[config.mk]
export PLATFORM = sky130hd
export DESIGN_NAME = deadline_timer_queue_core
export DESIGN_NICKNAME = d
export VERILOG_FILES = /design/src/rtl/dtq_pkg.sv /design/src/rtl/dtq_ctrl.sv /design/src/rtl/dtq_datapath.sv /design/src/rtl/deadline_timer_queue_core.sv
export SDC_FILE = /design/constraint.sdc
export NUM_CORES = 2
export LEC_CHECK = 0
export CORE_ASPECT_RATIO = 0.5
export CORE_UTILIZATION = 50
export DETAILED_ROUTE_END_ITERATION = 8
export DONT_BUFFER_PORTS = 1
export GPL_TIMING_DRIVEN = 0
export PLACE_DENSITY = 0.76
export SLEW_MARGIN = 20
export SYNTH_ARGS = -nofsm -noshare
export SYNTH_HDL_FRONTEND = slang
export SYNTH_SLANG_ARGS = --single-unit
[constraint.sdc]
create_clock -name clk -period 7.25 [get_ports clk]
set_input_delay 0.725 -clock clk [delete_from_list [all_inputs] [get_ports clk]]
set_output_delay 0.725 -clock clk [all_outputs]
set_load 0.005 [all_outputs]
[src/rtl/dtq_pkg.sv]
// package for the deadline timer queue
// holds item and result codes, default sizes and the controller/datapath structs
package dtq_pkg;

	localparam int CAPACITY_DEF    = 16;
	localparam int JOB_ID_BITS_DEF = 8;
	localparam int TIME_BITS_DEF   = 32;

	localparam logic [2:0] K_SCHED_AT = 3'd0;
	localparam logic [2:0] K_SCHED_IN = 3'd1;
	localparam logic [2:0] K_CANCEL   = 3'd2;
	localparam logic [2:0] K_QUERY    = 3'd3;
	localparam logic [2:0] K_TICK     = 3'd4;

	localparam logic [2:0] RK_ADDED    = 3'd0;
	localparam logic [2:0] RK_MOVED    = 3'd1;
	localparam logic [2:0] RK_SAME     = 3'd2;
	localparam logic [2:0] RK_FULL     = 3'd3;
	localparam logic [2:0] RK_CANCEL   = 3'd4;
	localparam logic [2:0] RK_QUERY    = 3'd5;
	localparam logic [2:0] RK_DISPATCH = 3'd6;

	typedef struct packed {
		logic capture;
		logic scan_start;
		logic lookup;
		logic apply;
		logic scan_step;
		logic take_best;
		logic emit_pend;
		logic emit_last;
	} dtq_cmd_t;

	typedef struct packed {
		logic out_free;
		logic scan_done;
		logic best_v;
		logic pend_v;
	} dtq_sts_t;

endpackage

[src/rtl/dtq_ctrl.sv]
// controller state machine for the deadline timer queue
// depends on dtq_pkg; drives commands into dtq_datapath
module dtq_ctrl import dtq_pkg::*; (
	input  logic       clk,
	input  logic       arst_n,
	input  logic       in_valid,
	input  logic [2:0] kind,
	output logic       in_stall,
	input  dtq_sts_t   sts,
	output dtq_cmd_t   cmd
);

	typedef enum logic [2:0] {
		S_IDLE,
		S_LOOKUP,
		S_EMIT,
		S_SCAN,
		S_DISP
	} state_t;

	state_t state_q;
	state_t state_d;
	logic   accept;

	assign in_stall = (state_q != S_IDLE);
	assign accept   = in_valid && (state_q == S_IDLE);

	always_comb begin
		cmd     = '0;
		state_d = state_q;
		case (state_q)
			S_IDLE: begin
				if (accept) begin
					if (kind == K_TICK) begin
						cmd.scan_start = 1'b1;
						state_d        = S_SCAN;
					end else if (kind == K_SCHED_AT || kind == K_SCHED_IN ||
						kind == K_CANCEL || kind == K_QUERY) begin
						cmd.capture = 1'b1;
						state_d     = S_LOOKUP;
					end
				end
			end
			S_LOOKUP: begin
				cmd.lookup = 1'b1;
				state_d    = S_EMIT;
			end
			S_EMIT: begin
				if (sts.out_free) begin
					cmd.apply = 1'b1;
					state_d   = S_IDLE;
				end
			end
			S_SCAN: begin
				cmd.scan_step = 1'b1;
				if (sts.scan_done)
					state_d = S_DISP;
			end
			S_DISP: begin
				if (sts.best_v) begin
					// hold the new job back until the previous one has gone out
					if (!sts.pend_v || sts.out_free) begin
						cmd.take_best = 1'b1;
						cmd.emit_pend = sts.pend_v;
						state_d       = S_SCAN;
					end
				end else if (!sts.pend_v) begin
					state_d = S_IDLE;
				end else if (sts.out_free) begin
					cmd.emit_pend = 1'b1;
					cmd.emit_last = 1'b1;
					state_d       = S_IDLE;
				end
			end
			default: state_d = S_IDLE;
		endcase
	end

	always_ff @(posedge clk or negedge arst_n) begin
		if (!arst_n)
			state_q <= S_IDLE;
		else
			state_q <= state_d;
	end

endmodule

[src/rtl/dtq_datapath.sv]
// job table, time counter, scan unit and output register
// depends on dtq_pkg; sequenced by dtq_ctrl
module dtq_datapath import dtq_pkg::*; #(
	parameter int CAPACITY    = CAPACITY_DEF,
	parameter int JOB_ID_BITS = JOB_ID_BITS_DEF,
	parameter int TIME_BITS   = TIME_BITS_DEF
) (
	input  logic                   clk,
	input  logic                   arst_n,
	input  dtq_cmd_t               cmd,
	output dtq_sts_t               sts,
	input  logic [2:0]             kind,
	input  logic [JOB_ID_BITS-1:0] job_id,
	input  logic [TIME_BITS-1:0]   time_value,
	output logic                   out_valid,
	input  logic                   out_stall,
	output logic [2:0]             result_kind,
	output logic [JOB_ID_BITS-1:0] job_id_out,
	output logic                   flag,
	output logic                   last
);

	localparam int IDX_W = $clog2(CAPACITY);

	logic [CAPACITY-1:0]    ent_valid_q;
	logic [JOB_ID_BITS-1:0] ent_job_q [CAPACITY];
	logic [TIME_BITS-1:0]   ent_dl_q  [CAPACITY];
	logic [TIME_BITS-1:0]   time_q;

	logic [2:0]             kind_q;
	logic [JOB_ID_BITS-1:0] job_q;
	logic [TIME_BITS-1:0]   dl_q;

	logic [CAPACITY-1:0]    hit_vec_q;
	logic [CAPACITY-1:0]    free_vec_q;
	logic                   hit_q;
	logic                   full_q;
	logic                   lt_q;
	logic                   due_q;

	logic [IDX_W-1:0]       cnt_q;
	logic                   best_v_q;
	logic [IDX_W-1:0]       best_idx_q;
	logic [JOB_ID_BITS-1:0] best_job_q;
	logic [TIME_BITS-1:0]   best_dl_q;
	logic                   pend_v_q;
	logic [JOB_ID_BITS-1:0] pend_job_q;

	logic                   out_valid_q;
	logic [2:0]             rk_q;
	logic [JOB_ID_BITS-1:0] oid_q;
	logic                   flag_q;
	logic                   last_q;

	logic [TIME_BITS:0]     sum;
	logic [TIME_BITS-1:0]   sat_dl;
	logic [CAPACITY-1:0]    match;
	logic [CAPACITY-1:0]    lt_vec;
	logic [CAPACITY-1:0]    due_vec;
	logic [CAPACITY-1:0]    free_vec;
	logic [JOB_ID_BITS-1:0] s_job;
	logic [TIME_BITS-1:0]   s_dl;
	logic                   cand;
	logic                   out_free;
	logic                   is_sched;

	// saturating deadline for schedule-in
	assign sum    = {1'b0, time_q} + {1'b0, time_value};
	assign sat_dl = sum[TIME_BITS] ? '1 : sum[TIME_BITS-1:0];

	always_comb begin
		free_vec = '0;
		for (int i = CAPACITY - 1; i >= 0; i--) begin
			match[i]   = ent_valid_q[i] && (ent_job_q[i] == job_q);
			lt_vec[i]  = dl_q < ent_dl_q[i];
			due_vec[i] = time_q >= ent_dl_q[i];
			if (!ent_valid_q[i])
				free_vec = CAPACITY'(1) << i;
		end
	end

	// one entry per cycle of the dispatch scan
	assign s_job = ent_job_q[cnt_q];
	assign s_dl  = ent_dl_q[cnt_q];
	assign cand  = ent_valid_q[cnt_q] && (s_dl <= time_q) &&
		(!best_v_q || (s_dl < best_dl_q) || ((s_dl == best_dl_q) && (s_job < best_job_q)));

	assign out_free = !out_valid_q || !out_stall;
	assign is_sched = (kind_q == K_SCHED_AT) || (kind_q == K_SCHED_IN);

	assign sts.out_free  = out_free;
	assign sts.scan_done = (cnt_q == IDX_W'(CAPACITY - 1));
	assign sts.best_v    = best_v_q;
	assign sts.pend_v    = pend_v_q;

	always_ff @(posedge clk or negedge arst_n) begin
		if (!arst_n) begin
			ent_valid_q <= '0;
			time_q      <= '0;
			best_v_q    <= 1'b0;
			pend_v_q    <= 1'b0;
			out_valid_q <= 1'b0;
			cnt_q       <= '0;
		end else begin
			if (cmd.scan_start) begin
				if (time_q != '1)
					time_q <= time_q + TIME_BITS'(1);
				cnt_q    <= '0;
				best_v_q <= 1'b0;
			end
			if (cmd.scan_step) begin
				if (cand)
					best_v_q <= 1'b1;
				cnt_q <= cnt_q + IDX_W'(1);
			end
			if (cmd.take_best) begin
				ent_valid_q[best_idx_q] <= 1'b0;
				pend_v_q                <= 1'b1;
				best_v_q                <= 1'b0;
				cnt_q                   <= '0;
			end else if (cmd.emit_pend) begin
				pend_v_q <= 1'b0;
			end
			if (cmd.apply) begin
				if (is_sched && !hit_q && !full_q)
					ent_valid_q <= ent_valid_q | free_vec_q;
				else if (kind_q == K_CANCEL)
					ent_valid_q <= ent_valid_q & ~hit_vec_q;
			end
			if (cmd.apply || cmd.emit_pend)
				out_valid_q <= 1'b1;
			else if (!out_stall)
				out_valid_q <= 1'b0;
		end
	end

	always_ff @(posedge clk) begin
		if (cmd.capture) begin
			kind_q <= kind;
			job_q  <= job_id;
			dl_q   <= (kind == K_SCHED_IN) ? sat_dl : time_value;
		end
		if (cmd.lookup) begin
			hit_vec_q  <= match;
			hit_q      <= |match;
			free_vec_q <= free_vec;
			full_q     <= &ent_valid_q;
			lt_q       <= |(match & lt_vec);
			due_q      <= |(match & due_vec);
		end
		if (cmd.scan_step && cand) begin
			best_idx_q <= cnt_q;
			best_job_q <= s_job;
			best_dl_q  <= s_dl;
		end
		if (cmd.take_best)
			pend_job_q <= best_job_q;
		for (int i = 0; i < CAPACITY; i++) begin
			if (cmd.apply && is_sched) begin
				if (hit_q && lt_q && hit_vec_q[i])
					ent_dl_q[i] <= dl_q;
				else if (!hit_q && !full_q && free_vec_q[i]) begin
					ent_dl_q[i]  <= dl_q;
					ent_job_q[i] <= job_q;
				end
			end
		end
		if (cmd.apply) begin
			oid_q  <= job_q;
			last_q <= 1'b1;
			flag_q <= 1'b0;
			case (kind_q)
				K_SCHED_AT, K_SCHED_IN: begin
					if (hit_q)
						rk_q <= lt_q ? RK_MOVED : RK_SAME;
					else
						rk_q <= full_q ? RK_FULL : RK_ADDED;
				end
				K_CANCEL: begin
					rk_q   <= RK_CANCEL;
					flag_q <= hit_q;
				end
				default: begin
					rk_q   <= RK_QUERY;
					flag_q <= hit_q && due_q;
				end
			endcase
		end else if (cmd.emit_pend) begin
			rk_q   <= RK_DISPATCH;
			oid_q  <= pend_job_q;
			flag_q <= 1'b0;
			last_q <= cmd.emit_last;
		end
	end

	assign out_valid   = out_valid_q;
	assign result_kind = rk_q;
	assign job_id_out  = oid_q;
	assign flag        = flag_q;
	assign last        = last_q;

endmodule

[src/rtl/deadline_timer_queue_core.sv]
// Deadline timer queue: a table of pending jobs, one deadline per job id,
// with a tick counter that dispatches due jobs earliest first, ties by lower id.
// Input channel (in_valid/in_stall): kind, job_id, time_value; a transfer
// happens when in_valid is high and in_stall is low. Output channel
// (out_valid/out_stall): result_kind, job_id_out, flag, last; last marks the
// final result of an item. A tick with nothing due and an unknown kind give
// no result.
// Schedule, cancel and query go through capture, parallel table lookup,
// then the result is loaded into the output register.
// A tick scans the table one entry per cycle to find the earliest due job:
// one scan per dispatched job plus a final empty one.
// in_stall is high while an item is in progress. A held result sits in the
// output register under out_stall; the block carries on up to the next
// result and then waits for the transfer, so nothing is lost.
// Reset clears all table entries, the time counter and both handshakes.
module deadline_timer_queue_core import dtq_pkg::*; #(
	parameter int CAPACITY    = CAPACITY_DEF,
	parameter int JOB_ID_BITS = JOB_ID_BITS_DEF,
	parameter int TIME_BITS   = TIME_BITS_DEF
) (
	input  logic                   clk,
	input  logic                   arst_n,
	input  logic                   in_valid,
	output logic                   in_stall,
	input  logic [2:0]             kind,
	input  logic [JOB_ID_BITS-1:0] job_id,
	input  logic [TIME_BITS-1:0]   time_value,
	output logic                   out_valid,
	input  logic                   out_stall,
	output logic [2:0]             result_kind,
	output logic [JOB_ID_BITS-1:0] job_id_out,
	output logic                   flag,
	output logic                   last
);

	dtq_cmd_t cmd;
	dtq_sts_t sts;

	dtq_ctrl u_ctrl (
		.clk      (clk),
		.arst_n   (arst_n),
		.in_valid (in_valid),
		.kind     (kind),
		.in_stall (in_stall),
		.sts      (sts),
		.cmd      (cmd)
	);

	dtq_datapath #(
		.CAPACITY    (CAPACITY),
		.JOB_ID_BITS (JOB_ID_BITS),
		.TIME_BITS   (TIME_BITS)
	) u_dp (
		.clk         (clk),
		.arst_n      (arst_n),
		.cmd         (cmd),
		.sts         (sts),
		.kind        (kind),
		.job_id      (job_id),
		.time_value  (time_value),
		.out_valid   (out_valid),
		.out_stall   (out_stall),
		.result_kind (result_kind),
		.job_id_out  (job_id_out),
		.flag        (flag),
		.last        (last)
	);

endmodule
== Yosys cells after proc, flatten, opt, wreduce, memory -nomap -nowiden ==
Memory sizes are Yosys's and may differ from the RTL's.
Index checks and enable logic that the tools add are counted.

* RAM bits: 640
* Register bits: 202
* Logic and storage cells: 440
* Output and inout bits: 15
* Memories kept: 2
* Bits of input ports: 47

{| class="wikitable"
|+ Memories
! name !! words !! bits a word !! rd ports !! clocked after Yosys merged registers in !! wr ports !! line !! source
|-
| u_dp.ent_dl_q || 16 || 32 || 17 || 0 || 16 || dtq_datapath.sv:27 || <nowiki>logic [TIME_BITS-1:0] ent_dl_q [CAPACITY];</nowiki>
|-
| u_dp.ent_job_q || 16 || 8 || 17 || 0 || 16 || dtq_datapath.sv:26 || <nowiki>logic [JOB_ID_BITS-1:0] ent_job_q [CAPACITY];</nowiki>
|}

* Reductions and logical operators: 103
* Order comparisons: 38
* Equality and inequality tests: 34
* Mux-type cells: 199
* Add/subtract/negate cells: 3
* Bitwise operators: 23

{| class="wikitable"
|+ Operator list
! kind !! count
|-
| 32-bit two-way mux || 18
|-
| 32-bit less-than comparator || 17
|-
| 32-bit >= comparator || 16
|-
| 1-bit two-way mux || 133
|-
| 8-bit equality test || 16
|-
| 16-bit two-way mux || 5
|-
| 16-bit bitwise AND || 4
|-
| 1-bit logical AND || 60
|-
| 16-bit OR reduction || 3
|-
| 3-bit two-way mux || 13
|-
| 32-bit by 32-bit adder with 33-bit output || 1
|-
| 32-bit by 1-bit adder with 32-bit output, second input constant || 1
|-
| 32-bit equality test || 1
|-
| 32-bit <= comparator || 1
|-
| 32-bit inequality test, second input constant || 1
|-
| 16-bit NOT || 2
|-
| 8-bit two-way mux || 3
|-
| 2-bit two-way mux || 8
|-
| 4-bit two-way mux || 4
|-
| 1-bit bitwise OR || 16
|-
| 16-bit bitwise OR || 1
|-
| 16-bit AND reduction || 1
|-
| 3-bit by 2-bit equality test with 1-bit output, second input constant || 5
|-
| 15-bit two-way mux || 1
|-
| other kinds (44) || 69
|}

== Longest topological paths before layout ==
* Word-level depth: 15
* Mapped depth: 17
* Mapped depth without buffers: 14

== By module ==
Synthesis repeated with hierarchy kept, for this count alone.

* Cells, all modules: 5153
* Area total of the unflattened synthesis: 60500.5 µm²

{| class="wikitable"
|+ By module, submodules not included
! module !! cells an instance !! seq. area each (µm²) !! instances !! area each (µm²)
|-
| dtq_datapath || 5121 || 24908.9 || 1 || 60236.5
|-
| dtq_ctrl || 32 || 75.1 || 1 || 264.0
|}

== Least setup slack after synthesis ==
No wires, ideal clock.

* Path type: register -> register
* Start point: register u_dp.cnt_q[0]
* End point: register u_dp.best_dl_q[0] (enable)
* Data arrival time: 5.470 ns
* Buffers on the path: 4
* Data required time: 6.843 ns
* Period minus slack after synthesis: 5.878 ns
* Slack: 1.372 ns
* Library setup time: 0.407 ns
* Cell stages (with the launch flop): 17
* Cells stage by stage: dfrtp_1 clkbuf_1 buf_2 buf_1 buf_2 mux4_2 mux4_2 ha_1 nor2b_1 o21a_1 o21a_1 o21ai_0 a21oi_1 a2111oi_0 o21ai_0 nand3_1 and4b_1

* Word-level cells in the longest chain between the ends: 6
* Elaborated cells between the ends (all ways): 14
* Classes of those cells: order compare (3); eq/ne (1); mux (2); reduce/logical (6); memory (2)

{| class="wikitable"
|+ RTL lines
! what !! line !! source
|-
| start, declared || dtq_datapath.sv:41 || <nowiki>logic [IDX_W-1:0] cnt_q;</nowiki>
|-
| start signal, assigned || dtq_datapath.sv:114 || <nowiki>cnt_q <= cnt_q + IDX_W'(1);</nowiki>
|-
| memory 16 x 32 bit * || -- ||
|-
| via u_dp.s_dl[1] || dtq_datapath.sv:62 || <nowiki>logic [TIME_BITS-1:0] s_dl;</nowiki>
|-
| 32-bit less-than comparator or 32-bit equality test (tied branches) || dtq_datapath.sv:86 || <nowiki>(!best_v_q || (s_dl < best_dl_q) || ((s_dl == best_dl_q) && (s_job < best_job_q)));</nowiki>
|-
| 1-bit logical OR or 1-bit logical AND (tied branches) || dtq_datapath.sv:86 ||
|-
| 1-bit logical OR || dtq_datapath.sv:86 ||
|-
| 1-bit logical AND * || dtq_datapath.sv:85 || <nowiki>assign cand = ent_valid_q[cnt_q] && (s_dl <= time_q) &&</nowiki>
|-
| 1-bit logical AND * || dtq_datapath.sv:151 || <nowiki>if (cmd.scan_step && cand) begin</nowiki>
|-
| end signal, assigned || dtq_datapath.sv:154 || <nowiki>best_dl_q <= s_dl;</nowiki>
|-
| end, declared || dtq_datapath.sv:45 || <nowiki>logic [TIME_BITS-1:0] best_dl_q;</nowiki>
|}

Mark *: on every way through the listed nets, which the timed path passes. The rest lies on a longest branch. The select of a mux whose other input is x is not followed.
A chain may end at the register's enable or synchronous reset.

== Worst setup path in the final report ==
* Start point: register u_dp.cnt_q[1]
* End point: register u_dp.best_dl_q[29] (enable)

Same word-level chain as after synthesis.

==> Flow_metrics.wiki <==
{| class="wikitable"
! Metric !! Value
|-
| CTS HTree Levels || 3
|-
| Residual overflow from global routing || 0
|-
| Placement Cell Area || 63270 µm²
|-
| Max stage delay cell, worst path || sky130_fd_sc_hd__buf_1
|-
| Total vias in the final route || 45563
|-
| Worst rel slew slack || 15.98%
|-
| Worst ir drop on vdd || 0.0001558 V
|-
| Total leakage power || 28.11 nW
|-
| Post-CTS Repair Setup Buffers || 0
|-
| Launching element of the worst setup path || u_dp.cnt_q[1]$_DFFE_PN0P_
|-
| Required @ worst endpoint || 7.64 ns
|-
| Maximum clock frequency || 0.1389 GHz
|-
| Startpoint of the most critical hold path || job_id[0]
|-
| Portion of synthesized cell area occupied by the leading cell type || 39.31%
|-
| Most frequent cells after synthesis || 1113 x sky130_fd_sc_hd__ha_1, 783 x sky130_fd_sc_hd__edfxtp_1, 607 x sky130_fd_sc_hd__inv_1, 267 x sky130_fd_sc_hd__a21oi_1, 226 x sky130_fd_sc_hd__o21ai_0
|-
| Cell breakdown of the critical path || buf_2 -> clkbuf_1 -> buf_1 -> mux4_2 -> mux4_2 -> ha_1 -> a211o_1 -> a221oi_1 -> o21ai_0 -> a31oi_1 -> o311a_1 -> o21ai_0 -> nand3_1 -> and4b_4 -> buf_12
|-
| Buffers added on ports || 0
|-
| Effective utilization at floorplan || 50.58%
|-
| Layout net count || 6347
|-
| Post-synthesis instance area || 59810 µm²
|-
| Family of cells with the greatest summed delay on the critical path || buffers and inverters
|-
| Origin of the critical flop-to-flop path || u_dp.cnt_q[1]$_DFFE_PN0P_
|-
| Fin worst setup slack || 0.04840 ns
|-
| Slew at the pin closest to its max-slew limit || 1.260 ns
|-
| Final design area excluding fillers || 66100 µm²
|-
| Final hold slack || 0.1033 ns
|-
| Floorplan die area || 121100 µm²
|-
| Core area || 118300 µm²
|-
| Setup violations, final || 0
|-
| Gpl congestion || 1.010
|-
| Number of cells produced by synthesis || 5020
|-
| Antenna-violating nets left || 0
|-
| Final HPWL from detailed placement || 165000 µm
|-
| Number of enable flip-flop cells after synthesis || 783
|-
| Critical Path Fanout Max || 24
|-
| Hold Vio Cnt, Final || 0
|-
| Clock tree from TritonCTS || yes
|-
| Number of buffers created by CTS || 81
|-
| Area added between synthesis and finish || 10.52%
|-
| Total number of clock tree sinks || 842
|-
| Most numerous cell in the Yosys netlist || sky130_fd_sc_hd__ha_1
|-
| Overall Global Routing Usage || 34.43%
|-
| Share of flip-flops with an asynchronous set or reset || 6.888%
|-
| Number of standard-cell rows in the floorplan || 89
|-
| Yosys Warn Count || 0
|-
| Fraction of final layout cells sized beyond drive strength 1 || 10.85%
|-
| Pin count of the biggest net entering global routing || 59
|-
| Arrival time of the worst setup path || 7.59 ns
|-
| Iter 0 DRT Violations || 5834
|-
| Height of the die || 246.6 µm
|-
| Post-route minimum period || 7.202 ns
|-
| Clock insertion delay at the later pin of the skew report || 0.71 ns
|-
| Vias in the first global route || 45238
|-
| Worst Setup End Kind || register
|-
| Main flop type after synthesis || sky130_fd_sc_hd__edfxtp_1
|-
| Power Dens Cells || 249.6 nW/µm²
|-
| Initial antenna violation count || 15
|-
| Via/cell ratio || 6.653
|-
| Clock Skews || 0.03808 ns
|-
| Fillcell total || 9599
|-
| Synthesized flop and latch total || 842
|-
| Wire length of the first global-routing pass || 300800 µm
|-
| Number of unique standard cell types used by synthesis || 88
|-
| WL/cell || 30.54 µm
|-
| Final Cycle Share || 99.33%
|-
| Max-cap violation count || 0
|-
| Worst hold-check path type || in -> reg
|-
| Share of the yosys chip area belonging to registers || 41.77%
|-
| Number of buffers on the longest clock path || 3
|-
| Drt first pass iters || 8
|-
| Violations in the final reports || DRC
|-
| Number of I/O pins || 62
|-
| RSZ-0062 raised after global routing || false
|-
| Width of the die || 491.1 µm
|-
| Crit-path max cell delay || 0.99 ns
|-
| Mean Syn Cell Area || 11.91 µm²
|-
| Category of the critical setup timing path || reg -> reg
|-
| Slew Viols, Final || 0
|-
| Total area of sequential cells || 25020 µm²
|-
| Largest cells by area after synthesis || sky130_fd_sc_hd__edfxtp_1 39%, sky130_fd_sc_hd__ha_1 23%, sky130_fd_sc_hd__mux4_2 7.7%, sky130_fd_sc_hd__inv_1 3.8%, sky130_fd_sc_hd__dfrtp_1 2.4%
|-
| Core utilization of the finished layout || 55.90%
|-
| Most area-hungry cell type in the Yosys netlist || sky130_fd_sc_hd__edfxtp_1
|-
| Place WS || -0.05539 ns
|-
| Cell at the root of the clock tree || sky130_fd_sc_hd__clkbuf_16
|-
| Mapped Nets || 6181
|-
| Status || finished with violations
|-
| Combined buffer and inverter count along the critical path || 4
|-
| DRC violation count after routing || 30
|-
| Combined area of the multi-input logic cells || 32260 µm²
|-
| Clock input transition at the sequential cells of the worst setup and hold paths || 0.07 ns
|-
| Launching element type of the critical path || register
|-
| Drt total wl || 209100 µm
|}
[power breakdown]
group | leakage, nW | total [mW] | switching (mW) | internal [mW]
Sequential | 7.77 | 6.24 | 0.464 | 5.77
Clock | 1.35 | 4.60 | 2.05 | 2.55
Combinational | 19.0 | 5.67 | 3.46 | 2.21
[layout make-up]
| class | count | share of cell area [%] |
|---|---|---|
| buffer | 77 | 0.7003 |
| clock inverter | 47 | 0.8177 |
| multi-input combinational | 3494 | 48.80 |
| timing repair buffer | 83 | 1.997 |
| inverter | 607 | 3.447 |
| sequential | 842 | 37.85 |
| clock buffer | 104 | 3.367 |
| tap | 1592 | 3.013 |
| antenna | 2 | 0.007571 |
[per-stage QoR]
step / instances / setup TNS (ns) / total power [mW]
after global placement: 6612 / -92.21 / 11.44
final: 6848 / 0 / 16.50
after CTS: 6846 / 0 / 16.29
after detailed placement: 6693 / -1.147 / 11.77
after global routing: 6846 / 0 / 17.04
after floorplan: 5020 / 0 / 9.393
[worst paths after layout]
check | slack, ns | endpoint | cells past startpoint
worst max-delay path | 0.05 | u_dp.best_dl_q[29]$_DFFE_PP_ | 15
worst min-delay path | 0.10 | u_dp.job_q[0]$_DFFE_PP_ | 0
worst max register to register | 0.05 | u_dp.best_dl_q[29]$_DFFE_PP_ | 15
worst min register to register | 0.45 | u_dp.ent_valid_q[4]$_DFF_PN0_ | 1
max in group asynchronous | 6.37 | u_dp.time_q[1]$_DFFE_PN0P_ | 2
min in group asynchronous | 0.54 | u_dp.ent_valid_q[11]$_DFF_PN0_ | 2
[cells by family after synthesis]
kind of cell               after synthesis  share of synthesized area [%]
muxes                                  214                          7.887
xor gates and xnor gates               187                          2.738
and+or+nand+nor                        898                          7.836
DFF                                    842                          41.77
adders and majority gates             1114                          23.32
buffers and inverters                  684                          4.498
AOI/OAI and AO/OA                     1081                          11.95
[per-layer routing]
| layer | track usage, % | vias to the layer above | share of wire, % |
|---|---|---|---|
| li1 | - | 19686 | - |
| met1 | 46.70 | 22656 | 40 |
| met2 | 50.47 | 2766 | 42 |
| met3 | 12.60 | 447 | 15 |
| met4 | 12.08 | 8 | 3.7 |
| met5 | 0 | - | 0.028 |
[flip-flops by register name, indices dropped and copies added (netlist names), 3 cells and up]
signal and cells:
u_dp.ent_job_q 128, u_dp.best_idx_q 4, u_dp.job_q 8, u_ctrl.state_q 3, u_dp.dl_q 32, u_dp.hit_vec_q 16
u_dp.job_id_out 8, u_dp.best_job_q 8, u_dp.ent_dl_q 512, u_dp.ent_valid_q 16, u_dp.time_q 32, u_dp.kind_q 3
u_dp.pend_job_q 8, u_dp.free_vec_q 16, u_dp.best_dl_q 32, u_dp.result_kind 3, u_dp.cnt_q 4
[what timing repair did]
item / in CTS / in global routing
resized for setup: 2 / 5
hold endpoints to repair: 58 / 0
endpoints found under the setup margin: 24 / 24
hold buffers: 2 / 0
[layout by cell type, fill, tap and decap left out, types with 32 or more instances in the layout]
| cell type | count |
|---|---|
| sky130_fd_sc_hd__a21o_1 | 176 |
| sky130_fd_sc_hd__a211oi_1 | 66 |
| sky130_fd_sc_hd__edfxtp_1 | 783 |
| sky130_fd_sc_hd__nor2_1 | 192 |
| sky130_fd_sc_hd__nor2b_1 | 58 |
| sky130_fd_sc_hd__a2111oi_0 | 36 |
| sky130_fd_sc_hd__a21oi_1 | 267 |
| sky130_fd_sc_hd__o211ai_1 | 32 |
| sky130_fd_sc_hd__nand3_1 | 81 |
| sky130_fd_sc_hd__nand4_1 | 165 |
| sky130_fd_sc_hd__nand2b_1 | 38 |
| sky130_fd_sc_hd__inv_1 | 607 |
| sky130_fd_sc_hd__clkbuf_16 | 83 |
| sky130_fd_sc_hd__buf_8 | 38 |
| sky130_fd_sc_hd__nand2_1 | 158 |
| sky130_fd_sc_hd__o21ai_0 | 225 |
| sky130_fd_sc_hd__ha_1 | 1113 |
| sky130_fd_sc_hd__xnor2_1 | 143 |
| sky130_fd_sc_hd__mux4_2 | 205 |
| sky130_fd_sc_hd__o21a_1 | 46 |
| sky130_fd_sc_hd__nor3_1 | 54 |
| sky130_fd_sc_hd__xor2_1 | 44 |
(Power assumes the default switching activity.)
